File: src/rtl/fqem_pkg.sv
// ----------------------------------------------------------------------------
// fqem_pkg
// Shared constants, codes and types of the ordered queue with extract-min.
// ----------------------------------------------------------------------------
package fqem_pkg;

	localparam int DEPTH      = 64;
	localparam int VALUE_BITS = 16;
	localparam int IDX_W      = $clog2(DEPTH);
	localparam int CNT_W      = IDX_W + 1;

	// fixed field widths at the ports
	localparam int VALUE_FIELD_W = 16;
	localparam int COUNT_FIELD_W = 7;
	localparam int ACTION_W      = 2;
	localparam int STATUS_W      = 2;
	localparam int CAP_W         = 7;

	// configuration port
	localparam int APB_ADDR_W = 3;
	localparam int APB_DATA_W = 32;
	localparam int REG_IDX_W  = APB_ADDR_W - 2;
	localparam logic [REG_IDX_W-1:0] REG_CAPACITY = '0;
	localparam logic [CAP_W-1:0] CAP_RESET = CAP_W'(64);

	typedef enum logic [ACTION_W-1:0] {
		ACT_ENQ = 2'd0,
		ACT_DEQ = 2'd1,
		ACT_EXT = 2'd2,
		ACT_NOP = 2'd3
	} action_t;

	typedef enum logic [STATUS_W-1:0] {
		STAT_DONE  = 2'd0,
		STAT_FULL  = 2'd1,
		STAT_EMPTY = 2'd2
	} status_t;

	typedef enum logic [1:0] {
		S_IDLE,
		S_SCAN,
		S_SHIFT
	} seq_state_t;

	typedef struct packed {
		logic                  we;
		logic [IDX_W-1:0]      waddr;
		logic [VALUE_BITS-1:0] wdata;
		logic [IDX_W-1:0]      raddr;
	} ram_req_t;

	typedef struct packed {
		logic             busy;
		logic [CNT_W-1:0] count;
	} seq_stat_t;

	// capacity clipped to the store depth
	function automatic logic [CNT_W-1:0] eff_cap(input logic [CAP_W-1:0] cap);
		if (int'(cap) > DEPTH)
			return CNT_W'(DEPTH);
		else
			return CNT_W'(cap);
	endfunction

endpackage

File: src/rtl/fqem_if.sv
// ----------------------------------------------------------------------------
// fqem_in_if / fqem_out_if
// Valid/ready channels for queue commands and queue results.
// ----------------------------------------------------------------------------
interface fqem_in_if;
	logic                                  valid;
	logic                                  ready;
	logic [fqem_pkg::ACTION_W-1:0]         action;
	logic [fqem_pkg::VALUE_FIELD_W-1:0]    value_in;

	modport source (output valid, output action, output value_in, input ready);
	modport sink (input valid, input action, input value_in, output ready);
endinterface

interface fqem_out_if;
	logic                                  valid;
	logic                                  ready;
	logic [fqem_pkg::VALUE_FIELD_W-1:0]    value_out;
	logic [fqem_pkg::STATUS_W-1:0]         status;
	logic [fqem_pkg::COUNT_FIELD_W-1:0]    count;
	logic                                  is_full;
	logic                                  is_empty;

	modport source (output valid, output value_out, output status, output count,
		output is_full, output is_empty, input ready);
	modport sink (input valid, input value_out, input status, input count,
		input is_full, input is_empty, output ready);
endinterface

File: src/rtl/fqem_ram.sv
// ----------------------------------------------------------------------------
// fqem_ram
// Generic simple dual-port RAM, one write and one registered read per cycle.
// ----------------------------------------------------------------------------
module fqem_ram #(
	parameter int WIDTH = 16,
	parameter int DEPTH = 64
) (
	input  logic                     clk,
	input  logic                     we,
	input  logic [$clog2(DEPTH)-1:0] waddr,
	input  logic [WIDTH-1:0]         wdata,
	input  logic [$clog2(DEPTH)-1:0] raddr,
	output logic [WIDTH-1:0]         rdata
);

	logic [WIDTH-1:0] mem_q [DEPTH];
	logic [WIDTH-1:0] rdata_q;

	always_ff @(posedge clk) begin
		if (we)
			mem_q[waddr] <= wdata;
		rdata_q <= mem_q[raddr];
	end

	assign rdata = rdata_q;

endmodule

File: src/rtl/fqem_apb.sv
// ----------------------------------------------------------------------------
// fqem_apb
// Configuration register file: holds the queue capacity.
// ----------------------------------------------------------------------------
module fqem_apb (
	input  logic                                clk,
	input  logic                                arst_n,
	input  logic                                psel,
	input  logic                                penable,
	input  logic                                pwrite,
	input  logic [fqem_pkg::APB_ADDR_W-1:0]     paddr,
	input  logic [fqem_pkg::APB_DATA_W-1:0]     pwdata,
	output logic [fqem_pkg::APB_DATA_W-1:0]     prdata,
	output logic                                pready,
	output logic [fqem_pkg::CAP_W-1:0]          capacity
);

	logic [fqem_pkg::CAP_W-1:0]     capacity_q;
	logic [fqem_pkg::REG_IDX_W-1:0] reg_idx;
	logic                           wr_en;

	assign reg_idx = paddr[fqem_pkg::APB_ADDR_W-1:2];
	assign wr_en   = psel && penable && pwrite && pready;
	assign pready  = 1'b1;

	always_ff @(posedge clk or negedge arst_n) begin
		if (!arst_n) begin
			capacity_q <= fqem_pkg::CAP_RESET;
		end else if (wr_en && reg_idx == fqem_pkg::REG_CAPACITY) begin
			capacity_q <= pwdata[fqem_pkg::CAP_W-1:0];
		end
	end

	always_comb begin
		if (reg_idx == fqem_pkg::REG_CAPACITY)
			prdata = fqem_pkg::APB_DATA_W'(capacity_q);
		else
			prdata = '0;
	end

	assign capacity = capacity_q;

endmodule

File: src/rtl/fqem_seq.sv
// ----------------------------------------------------------------------------
// fqem_seq
// Command sequencer: min scan through one shared comparator, then an
// entry-by-entry shift that closes the gap, plus the result register.
// ----------------------------------------------------------------------------
module fqem_seq (
	input  logic                                 clk,
	input  logic                                 arst_n,
	input  logic [fqem_pkg::CAP_W-1:0]           capacity,
	fqem_in_if.sink                              in_ch,
	fqem_out_if.source                           out_ch,
	output fqem_pkg::ram_req_t                   ram_req,
	input  logic [fqem_pkg::VALUE_BITS-1:0]      ram_rdata,
	output fqem_pkg::seq_stat_t                  stat
);

	localparam int CW = fqem_pkg::CNT_W;
	localparam int IW = fqem_pkg::IDX_W;
	localparam int VW = fqem_pkg::VALUE_BITS;

	fqem_pkg::seq_state_t state_q, state_d;
	fqem_pkg::action_t    act;

	logic [CW-1:0] count_q;
	logic [CW-1:0] idx_q;
	logic [CW-1:0] last_q;
	logic          rd_vld_s1;
	logic [CW-1:0] rd_idx_s1;
	logic [VW-1:0] best_val_q;
	logic [CW-1:0] best_idx_q;
	logic [CW-1:0] best_idx_d;
	logic [CW-1:0] eff_cap;
	logic [CW-1:0] shift_waddr;

	logic accept, issue, lt, take, scan_end, shift_end, start_op;

	logic                  res_load;
	logic [VW-1:0]         res_val;
	fqem_pkg::status_t     res_stat;
	logic [CW-1:0]         res_cnt;

	logic                  out_vld_q;
	logic [VW-1:0]         out_val_q;
	fqem_pkg::status_t     out_stat_q;
	logic [CW-1:0]         out_cnt_q;
	logic                  out_full_q;
	logic                  out_empty_q;

	assign eff_cap = fqem_pkg::eff_cap(capacity);
	assign act     = fqem_pkg::action_t'(in_ch.action);
	assign in_ch.ready = (state_q == fqem_pkg::S_IDLE) && (!out_vld_q || out_ch.ready);
	assign accept  = in_ch.valid && in_ch.ready;
	assign start_op = accept && (act == fqem_pkg::ACT_DEQ || act == fqem_pkg::ACT_EXT) &&
		(count_q != '0);

	// one read per cycle while the index is inside the active range
	assign issue = (state_q == fqem_pkg::S_SCAN || state_q == fqem_pkg::S_SHIFT) &&
		(idx_q <= last_q);

	// shared comparator; strict less keeps the earliest entry on ties
	assign lt   = ram_rdata < best_val_q;
	assign take = (state_q == fqem_pkg::S_SCAN) && rd_vld_s1 && (rd_idx_s1 == '0 || lt);
	assign best_idx_d = take ? rd_idx_s1 : best_idx_q;

	assign scan_end  = (state_q == fqem_pkg::S_SCAN) && rd_vld_s1 && (rd_idx_s1 == last_q);
	assign shift_end = (state_q == fqem_pkg::S_SHIFT) && !rd_vld_s1 && (idx_q > last_q);
	assign shift_waddr = rd_idx_s1 - CW'(1);

	always_comb begin
		state_d = state_q;
		case (state_q)
			fqem_pkg::S_IDLE: begin
				if (start_op)
					state_d = fqem_pkg::S_SCAN;
			end
			fqem_pkg::S_SCAN: begin
				if (scan_end)
					state_d = fqem_pkg::S_SHIFT;
			end
			fqem_pkg::S_SHIFT: begin
				if (shift_end)
					state_d = fqem_pkg::S_IDLE;
			end
			default: state_d = fqem_pkg::S_IDLE;
		endcase
	end

	always_comb begin
		ram_req.we    = 1'b0;
		ram_req.waddr = shift_waddr[IW-1:0];
		ram_req.wdata = ram_rdata;
		ram_req.raddr = idx_q[IW-1:0];
		res_load = 1'b0;
		res_val  = '0;
		res_stat = fqem_pkg::STAT_DONE;
		res_cnt  = count_q;
		case (state_q)
			fqem_pkg::S_IDLE: begin
				if (accept) begin
					case (act)
						fqem_pkg::ACT_ENQ: begin
							res_load = 1'b1;
							if (count_q < eff_cap) begin
								ram_req.we    = 1'b1;
								ram_req.waddr = count_q[IW-1:0];
								ram_req.wdata = in_ch.value_in[VW-1:0];
								res_cnt       = count_q + CW'(1);
							end else begin
								res_stat = fqem_pkg::STAT_FULL;
							end
						end
						fqem_pkg::ACT_DEQ, fqem_pkg::ACT_EXT: begin
							if (count_q == '0) begin
								res_load = 1'b1;
								res_stat = fqem_pkg::STAT_EMPTY;
							end
						end
						default: res_load = 1'b1;
					endcase
				end
			end
			fqem_pkg::S_SHIFT: begin
				// entry j read last cycle moves down to j-1
				ram_req.we = rd_vld_s1;
				if (shift_end) begin
					res_load = 1'b1;
					res_val  = best_val_q;
					res_cnt  = count_q - CW'(1);
				end
			end
			default: ;
		endcase
	end

	always_ff @(posedge clk or negedge arst_n) begin
		if (!arst_n) begin
			state_q   <= fqem_pkg::S_IDLE;
			count_q   <= '0;
			idx_q     <= '0;
			last_q    <= '0;
			rd_vld_s1 <= 1'b0;
			out_vld_q <= 1'b0;
		end else begin
			state_q   <= state_d;
			rd_vld_s1 <= issue;
			if (res_load)
				count_q <= res_cnt;
			if (start_op) begin
				idx_q  <= '0;
				last_q <= (act == fqem_pkg::ACT_DEQ) ? '0 : count_q - CW'(1);
			end else if (scan_end) begin
				idx_q  <= best_idx_d + CW'(1);
				last_q <= count_q - CW'(1);
			end else if (issue) begin
				idx_q <= idx_q + CW'(1);
			end
			if (res_load)
				out_vld_q <= 1'b1;
			else if (out_ch.ready)
				out_vld_q <= 1'b0;
		end
	end

	always_ff @(posedge clk) begin
		rd_idx_s1 <= idx_q;
		if (take) begin
			best_val_q <= ram_rdata;
			best_idx_q <= rd_idx_s1;
		end
		if (res_load) begin
			out_val_q   <= res_val;
			out_stat_q  <= res_stat;
			out_cnt_q   <= res_cnt;
			out_full_q  <= res_cnt >= eff_cap;
			out_empty_q <= res_cnt == '0;
		end
	end

	assign out_ch.valid     = out_vld_q;
	assign out_ch.value_out = fqem_pkg::VALUE_FIELD_W'(out_val_q);
	assign out_ch.status    = out_stat_q;
	assign out_ch.count     = fqem_pkg::COUNT_FIELD_W'(out_cnt_q);
	assign out_ch.is_full   = out_full_q;
	assign out_ch.is_empty  = out_empty_q;

	assign stat.busy  = state_q != fqem_pkg::S_IDLE;
	assign stat.count = count_q;

endmodule

File: src/rtl/fifo_queue_with_extract_min.sv
// ----------------------------------------------------------------------------
// fifo_queue_with_extract_min
// Bounded ordered queue with enqueue, dequeue-oldest and extract-minimum.
// ----------------------------------------------------------------------------
//  channel  dir  handshake            payload
//  in_ch    in   valid/ready          action, value_in
//  out_ch   out  valid/ready          value_out, status, count, is_full, is_empty
//  apb      in   psel/penable/pready  capacity register at offset 0
//
//  Enqueue, no-op and empty/full refusals: result registered at the accepting edge.
//  Dequeue and extract-min both run a scan and a gap-closing shift through the
//  single store read port, one entry per cycle. Reset empties the queue and sets
//  capacity to 64. in_ch.ready is low while an operation runs or an unaccepted
//  result would be overwritten.
// ----------------------------------------------------------------------------
module fifo_queue_with_extract_min (
	input  logic                             clk,
	input  logic                             arst_n,
	input  logic                             psel,
	input  logic                             penable,
	input  logic                             pwrite,
	input  logic [fqem_pkg::APB_ADDR_W-1:0]  paddr,
	input  logic [fqem_pkg::APB_DATA_W-1:0]  pwdata,
	output logic [fqem_pkg::APB_DATA_W-1:0]  prdata,
	output logic                             pready,
	fqem_in_if.sink                          in_ch,
	fqem_out_if.source                       out_ch
);

	logic [fqem_pkg::CAP_W-1:0]      capacity;
	fqem_pkg::ram_req_t              ram_req;
	logic [fqem_pkg::VALUE_BITS-1:0] ram_rdata;
	fqem_pkg::seq_stat_t             stat;

	fqem_apb u_apb (
		.clk      (clk),
		.arst_n   (arst_n),
		.psel     (psel),
		.penable  (penable),
		.pwrite   (pwrite),
		.paddr    (paddr),
		.pwdata   (pwdata),
		.prdata   (prdata),
		.pready   (pready),
		.capacity (capacity)
	);

	fqem_ram #(
		.WIDTH (fqem_pkg::VALUE_BITS),
		.DEPTH (fqem_pkg::DEPTH)
	) u_store (
		.clk   (clk),
		.we    (ram_req.we),
		.waddr (ram_req.waddr),
		.wdata (ram_req.wdata),
		.raddr (ram_req.raddr),
		.rdata (ram_rdata)
	);

	fqem_seq u_seq (
		.clk       (clk),
		.arst_n    (arst_n),
		.capacity  (capacity),
		.in_ch     (in_ch),
		.out_ch    (out_ch),
		.ram_req   (ram_req),
		.ram_rdata (ram_rdata),
		.stat      (stat)
	);

	a_count_bound: assert property (@(posedge clk) disable iff (!arst_n)
		stat.count <= fqem_pkg::CNT_W'(fqem_pkg::DEPTH))
		else $error("entry count above store depth");

	a_accept_progress: assert property (@(posedge clk) disable iff (!arst_n)
		(in_ch.valid && in_ch.ready) |=> (stat.busy || out_ch.valid))
		else $error("accepted transfer produced neither work nor result");

	a_busy_blocks: assert property (@(posedge clk) disable iff (!arst_n)
		stat.busy |-> !in_ch.ready)
		else $error("input ready while an operation runs");

	a_done_result: assert property (@(posedge clk) disable iff (!arst_n)
		$fell(stat.busy) |-> out_ch.valid)
		else $error("operation finished without a result");

	a_empty_result: assert property (@(posedge clk) disable iff (!arst_n)
		(out_ch.valid && out_ch.status == fqem_pkg::STAT_EMPTY) |->
		(out_ch.value_out == '0 && out_ch.is_empty))
		else $error("empty status with nonzero value or count");

endmodule
File: src/flat_wrapper.sv
// flat-port wrapper written by rule: the top's interface ports become plain ports
module fifo_queue_with_extract_min_flat 
  (clk, arst_n, psel, penable, pwrite, paddr, pwdata, prdata, pready, in_ch_valid, in_ch_action, in_ch_value_in, in_ch_ready, out_ch_valid, out_ch_value_out, out_ch_status, out_ch_count, out_ch_is_full, out_ch_is_empty, out_ch_ready);
  fqem_in_if in_ch_i ();
  fqem_out_if out_ch_i ();
  input  logic clk;
  input  logic arst_n;
  input  logic psel;
  input  logic penable;
  input  logic pwrite;
  input  logic [fqem_pkg::APB_ADDR_W-1:0] paddr;
  input  logic [fqem_pkg::APB_DATA_W-1:0] pwdata;
  output logic [fqem_pkg::APB_DATA_W-1:0] prdata;
  output logic pready;
  input wire logic [$bits(in_ch_i.valid)-1:0] in_ch_valid;
  input wire logic [$bits(in_ch_i.action)-1:0] in_ch_action;
  input wire logic [$bits(in_ch_i.value_in)-1:0] in_ch_value_in;
  output wire logic [$bits(in_ch_i.ready)-1:0] in_ch_ready;
  output wire logic [$bits(out_ch_i.valid)-1:0] out_ch_valid;
  output wire logic [$bits(out_ch_i.value_out)-1:0] out_ch_value_out;
  output wire logic [$bits(out_ch_i.status)-1:0] out_ch_status;
  output wire logic [$bits(out_ch_i.count)-1:0] out_ch_count;
  output wire logic [$bits(out_ch_i.is_full)-1:0] out_ch_is_full;
  output wire logic [$bits(out_ch_i.is_empty)-1:0] out_ch_is_empty;
  input wire logic [$bits(out_ch_i.ready)-1:0] out_ch_ready;
  assign in_ch_i.valid = in_ch_valid;
  assign in_ch_i.action = in_ch_action;
  assign in_ch_i.value_in = in_ch_value_in;
  assign in_ch_ready = in_ch_i.ready;
  assign out_ch_valid = out_ch_i.valid;
  assign out_ch_value_out = out_ch_i.value_out;
  assign out_ch_status = out_ch_i.status;
  assign out_ch_count = out_ch_i.count;
  assign out_ch_is_full = out_ch_i.is_full;
  assign out_ch_is_empty = out_ch_i.is_empty;
  assign out_ch_i.ready = out_ch_ready;
  fifo_queue_with_extract_min u_core (.clk(clk), .arst_n(arst_n), .psel(psel), .penable(penable), .pwrite(pwrite), .paddr(paddr), .pwdata(pwdata), .prdata(prdata), .pready(pready), .in_ch(in_ch_i), .out_ch(out_ch_i));
endmodule
File: config.mk
export PLATFORM = sky130hd
export DESIGN_NAME = fifo_queue_with_extract_min_flat
export DESIGN_NICKNAME = d
export VERILOG_FILES = /design/src/rtl/fqem_pkg.sv /design/src/rtl/fqem_if.sv /design/src/rtl/fqem_ram.sv /design/src/rtl/fqem_apb.sv /design/src/rtl/fqem_seq.sv /design/src/rtl/fifo_queue_with_extract_min.sv /design/src/flat_wrapper.sv
export SDC_FILE = /design/constraint.sdc
export NUM_CORES = 1
export LEC_CHECK = 0
export BUFFER_PORTS_ARGS = -buffer_cell sky130_fd_sc_hd__buf_2
export CAP_MARGIN = 10
export CORE_MARGIN = 2
export CORE_UTILIZATION = 60
export DETAILED_ROUTE_END_ITERATION = 10
export GPL_TIMING_DRIVEN = 0
export PLACE_DENSITY = 0.77
export REMOVE_ABC_BUFFERS = 1
export SLEW_MARGIN = 30
export SYNTH_ARGS = -nofsm -noshare
export SYNTH_HDL_FRONTEND = slang
export SYNTH_SLANG_ARGS = --single-unit
File: constraint.sdc
create_clock -name clk -period 4.85 [get_ports clk]
set_clock_uncertainty 0.2 [all_clocks]
set_input_delay 0 -clock clk [delete_from_list [all_inputs] [get_ports clk]]
set_output_delay 0 -clock clk [all_outputs]
set_load 0.05 [all_outputs]
==> results.md <==
* Final instance area at 0.0514 mm2
* Crit start category: register
* Wire per inst at 34.4 um
* Initial Util at 0.606
* First-pass DRT Iterations at 5
* Synth warn at 0
* CP Data Arrival Time at 4.79 ns
* Top post-synthesis cells by area: edfxtp_1, mux4_2, dfrtp_1, dfxtp_1, ha_1
* Filler instances at 4,180
* Req. time, crit path at 4.93 ns
* Layout cell share with drive strength beyond 1 at 0.308
* Hold Crit Class: in2reg
* Power Density at 611 mW/mm2
* Maximum clock path buffer count at 3
* Yosys top cell area share at 0.710
* Met1 wire length at 40.2 mm
* WS Path Type: reg2reg
* Crit-path slowest cell: nor2_4
* CP max stage delay at 0.91 ns
* DRC Markers at 0
* Worst path cell trace: inv_1 -> nand2_1 -> ha_1 -> a21o_1 -> a31oi_1 -> o211a_4 -> buf_16 -> nand2_1 -> o21ai_2 -> nand3_1 -> nor2_4
* Die width at 278 um
* Root Driver: clkbuf_16
* Largest net degree at the start of global routing at 65
* Area growth syn-to-layout at 13.9%
* GRT Total Usage at 0.296
* Final Cycle Share at 0.971
* Ys async rst share at 0.0283
* Skew-Pair Late Insertion Delay at 0.67 ns
* Top cell by count, worst path: nand2_1
* CP Max Fanout at 48
* Post-Syn Area at 0.0451 mm2
* VDD IR-drop max at 0.426 mV
* Cell variety after synth at 77
* First-pass GRT wire length at 163 mm
* Post-synth EDFFs at 1,067
* Post-DR vias/cell at 6.94
* Core area at 0.0744 mm2
* TritonCTS clock tree: built
* Tot Pwr at 31.4 mW
* Maximum clock frequency at 212 MHz
* Synth area leader: edfxtp_1
* Crit end category: register
* Period minus WS final at 4.71 ns
* Height of the die at 278 um
* Avg Inst Size Synth at 21.2 um2
* Final slew viol count at 0
* Clock Pin Slew Worst Setup and Hold Paths at 0.06 ns
* Placed Area at 0.0474 mm2
* Met2 routed WL at 56.9 mm
* Final ANT Viol Nets at 0
* Slew @ Worst Pin at 1.06 ns
* # Max-Cap Violations at 0
* Antenna violations before repair at 3
* FF/Latch Area at 0.0335 mm2
* HPWL after DPL at 60.1 mm
* # rows at 100
* Die area at 0.0774 mm2
* Footprint of the multi-input gates at 0.0115 mm2
* Number of global-route vias before repair at 23,200
* Final Core Density at 0.691
* 1st-iter DRT viols at 3,229
* Lkg Pwr at 16.4 nW
* Via count at 23,100
* #FFs+latches synth at 1,129
* CTS buffer count at 108
* Inst Count DP at 3,088
* IO Port Bufs at 68
* Final hold viol count at 0
* Worst hold slack at 0.0195 ns
* Seq/Total Area, Yosys at 0.741
* Metal3 WL at 12.1 mm
* Gpl congestion at 0.909
* Predominant post-synthesis flop cell: edfxtp_1
* H-tree depth at 3
* Finished Layout Cells at 3,329
* Remaining global-route overflow at 0
* Io pins at 122
* DR top layer: met5
* Final setup vio count at 0
* Total wire length at 114 mm
* Cells after Synth at 2,124
* Slew HR at 0.292
* NumNets Final at 2,372
* Status: finished clean
* Clock Sinks at 1,129
==> worst max-delay path: cells and delay by family, from the launching register on <==
| kind | cells | cell delay [ns] |
|---|---|---|
| AO/OA/AOI/OAI | 4 | 0.89 |
| adder cells (fa/ha/maj) | 1 | 0.25 |
| AND/OR/NAND/NOR | 4 | 2.00 |
| flip-flops | 1 | 0.57 |
| buffers and inverters | 2 | 0.38 |
==> per-stage QoR <==
step	worst slack, ns	setup TNS, ns
4_1_cts	0.133	0
3_5_place_dp	-0.229	-0.229
6_report	0.141	0
3_3_place_gp	-13.05	-1920.37
5_1_grt	-0.0851	-2.79
2_1_floorplan	-8.48	-617.29
==> sequential cells by signal, summed over array words and instances (netlist names) <==
register	flops
u_core.u_apb.capacity	7
u_core.u_seq.rd_vld_s1	1
u_core.u_seq.idx_q	7
u_core.u_seq.best_val_q	16
u_core.u_seq.out_ch.is_empty	1
u_core.u_seq.out_ch.value_out	16
u_core.u_seq.count_q	7
u_core.u_seq.best_idx_q	7
u_core.u_seq.state_q	2
u_core.u_seq.rd_idx_s1	7
u_core.u_store.mem_q	1024
u_core.u_seq.out_ch.status	2
u_core.u_seq.out_ch.count	7
u_core.u_seq.last_q	7
u_core.u_seq.out_ch.is_full	1
u_core.u_store.rdata	16
u_core.u_seq.out_ch.valid	1
==> layout make-up <==
type,instances,area share
Antenna cell,2,0.0000974
Clock buffer,140,0.0561
Timing Repair Buffer,141,0.0314
Multi-Input combinational cell,850,0.223
Sequential cell,1129,0.651
Tap cell,969,0.0236
Inverter,37,0.00270
Clock inverter,61,0.0120
==> Yosys cell counts, types with 15 or more instances <==
cell / n
o21ai_0: 19
a21oi_1: 21
inv_1: 35
mux4_2: 336
and3_1: 22
nand3_1: 22
clkbuf_1: 61
edfxtp_1: 1067
buf_2: 22
nor2_1: 93
ha_1: 45
buf_4: 39
dfrtp_1: 31
mux2_2: 29
dfxtp_1: 30
nand2_1: 70
xnor2_1: 15
==> layer usage <==
metal,GRT usage,vias to the layer above
li1,-,9054
met1,0.394,12100
met2,0.480,1665
met3,0.0692,305
met4,0.121,4
met5,0,-
==> cells by family (layout without fill, tap and decap cells) <==
group                      Yosys count  after routing  share of synthesized area
AOI/OAI and AO/OA                  105            105                     0.0161
DFF                               1129           1129                      0.741
other                                2             28                   0.000166
and+or+nand+nor                    282            282                     0.0307
xor gates and xnor gates            21             21                    0.00408
buffers and inverters              169            379                     0.0189
muxes                              370            370                      0.176
adders and majority gates           46             46                     0.0127
==> path summary, 6_finish.rpt <==
kind	startpoint	to	slack [ns]	cells past startpoint
worst max-delay path	u_core.u_apb.capacity[6]	u_core.u_store.mem_q[23][3]	0.14	11
worst min-delay path	in_ch_value_in[10]	u_core.u_store.mem_q[8][10]	0.02	2
worst max register to register	u_core.u_apb.capacity[6]	u_core.u_store.mem_q[23][3]	0.14	11
worst min register to register	u_core.u_seq.idx_q[6]	u_core.u_seq.rd_idx_s1[6]	0.24	0
max in group asynchronous	arst_n	u_core.u_seq.idx_q[0]	4.01	4
min in group asynchronous	arst_n	u_core.u_apb.capacity[6]	0.21	3
==> power by group <==
group | total (mW) | switching (mW) | internal, mW
Sequential | 13.2 | 0.563 | 12.6
Clock | 8.41 | 3.67 | 4.74
Combinational | 9.83 | 6.03 | 3.80
Total | 31.4 | 10.3 | 21.1
==> placed cells by master (no fill, tap or decap), types with 7 or more instances in the layout <==
master         count
a21o_1            10
a21oi_1           21
and3_1            22
buf_12            13
buf_16            23
buf_2             68
bufinv_16         10
clkbuf_1          27
clkbuf_16        109
clkinv_1          20
clkinv_2          22
conb_1            26
dfrtp_1           25
dfxtp_1           30
dlygate4sd3_1     32
edfxtp_1        1067
ha_1              44
inv_1             35
mux2_2            13
mux2_4            16
mux4_2           336
nand2_1           69
nand3_1           20
nand4_1           14
nor2_1            28
nor2_4            61
nor2b_1           13
nor3_1             7
o21ai_0           19
o21ai_1            8
xnor2_1           15
==> what timing repair did <==
action                                 4_1_cts  5_1_grt
resized for setup                            2        4
endpoints found under the hold margin       71        0
hold buffers                                33        0
pin swaps                                    0        5
setup endpoints to repair                    1      103
setup buffers                                0        5
Power figures use the tool's default switching activity.
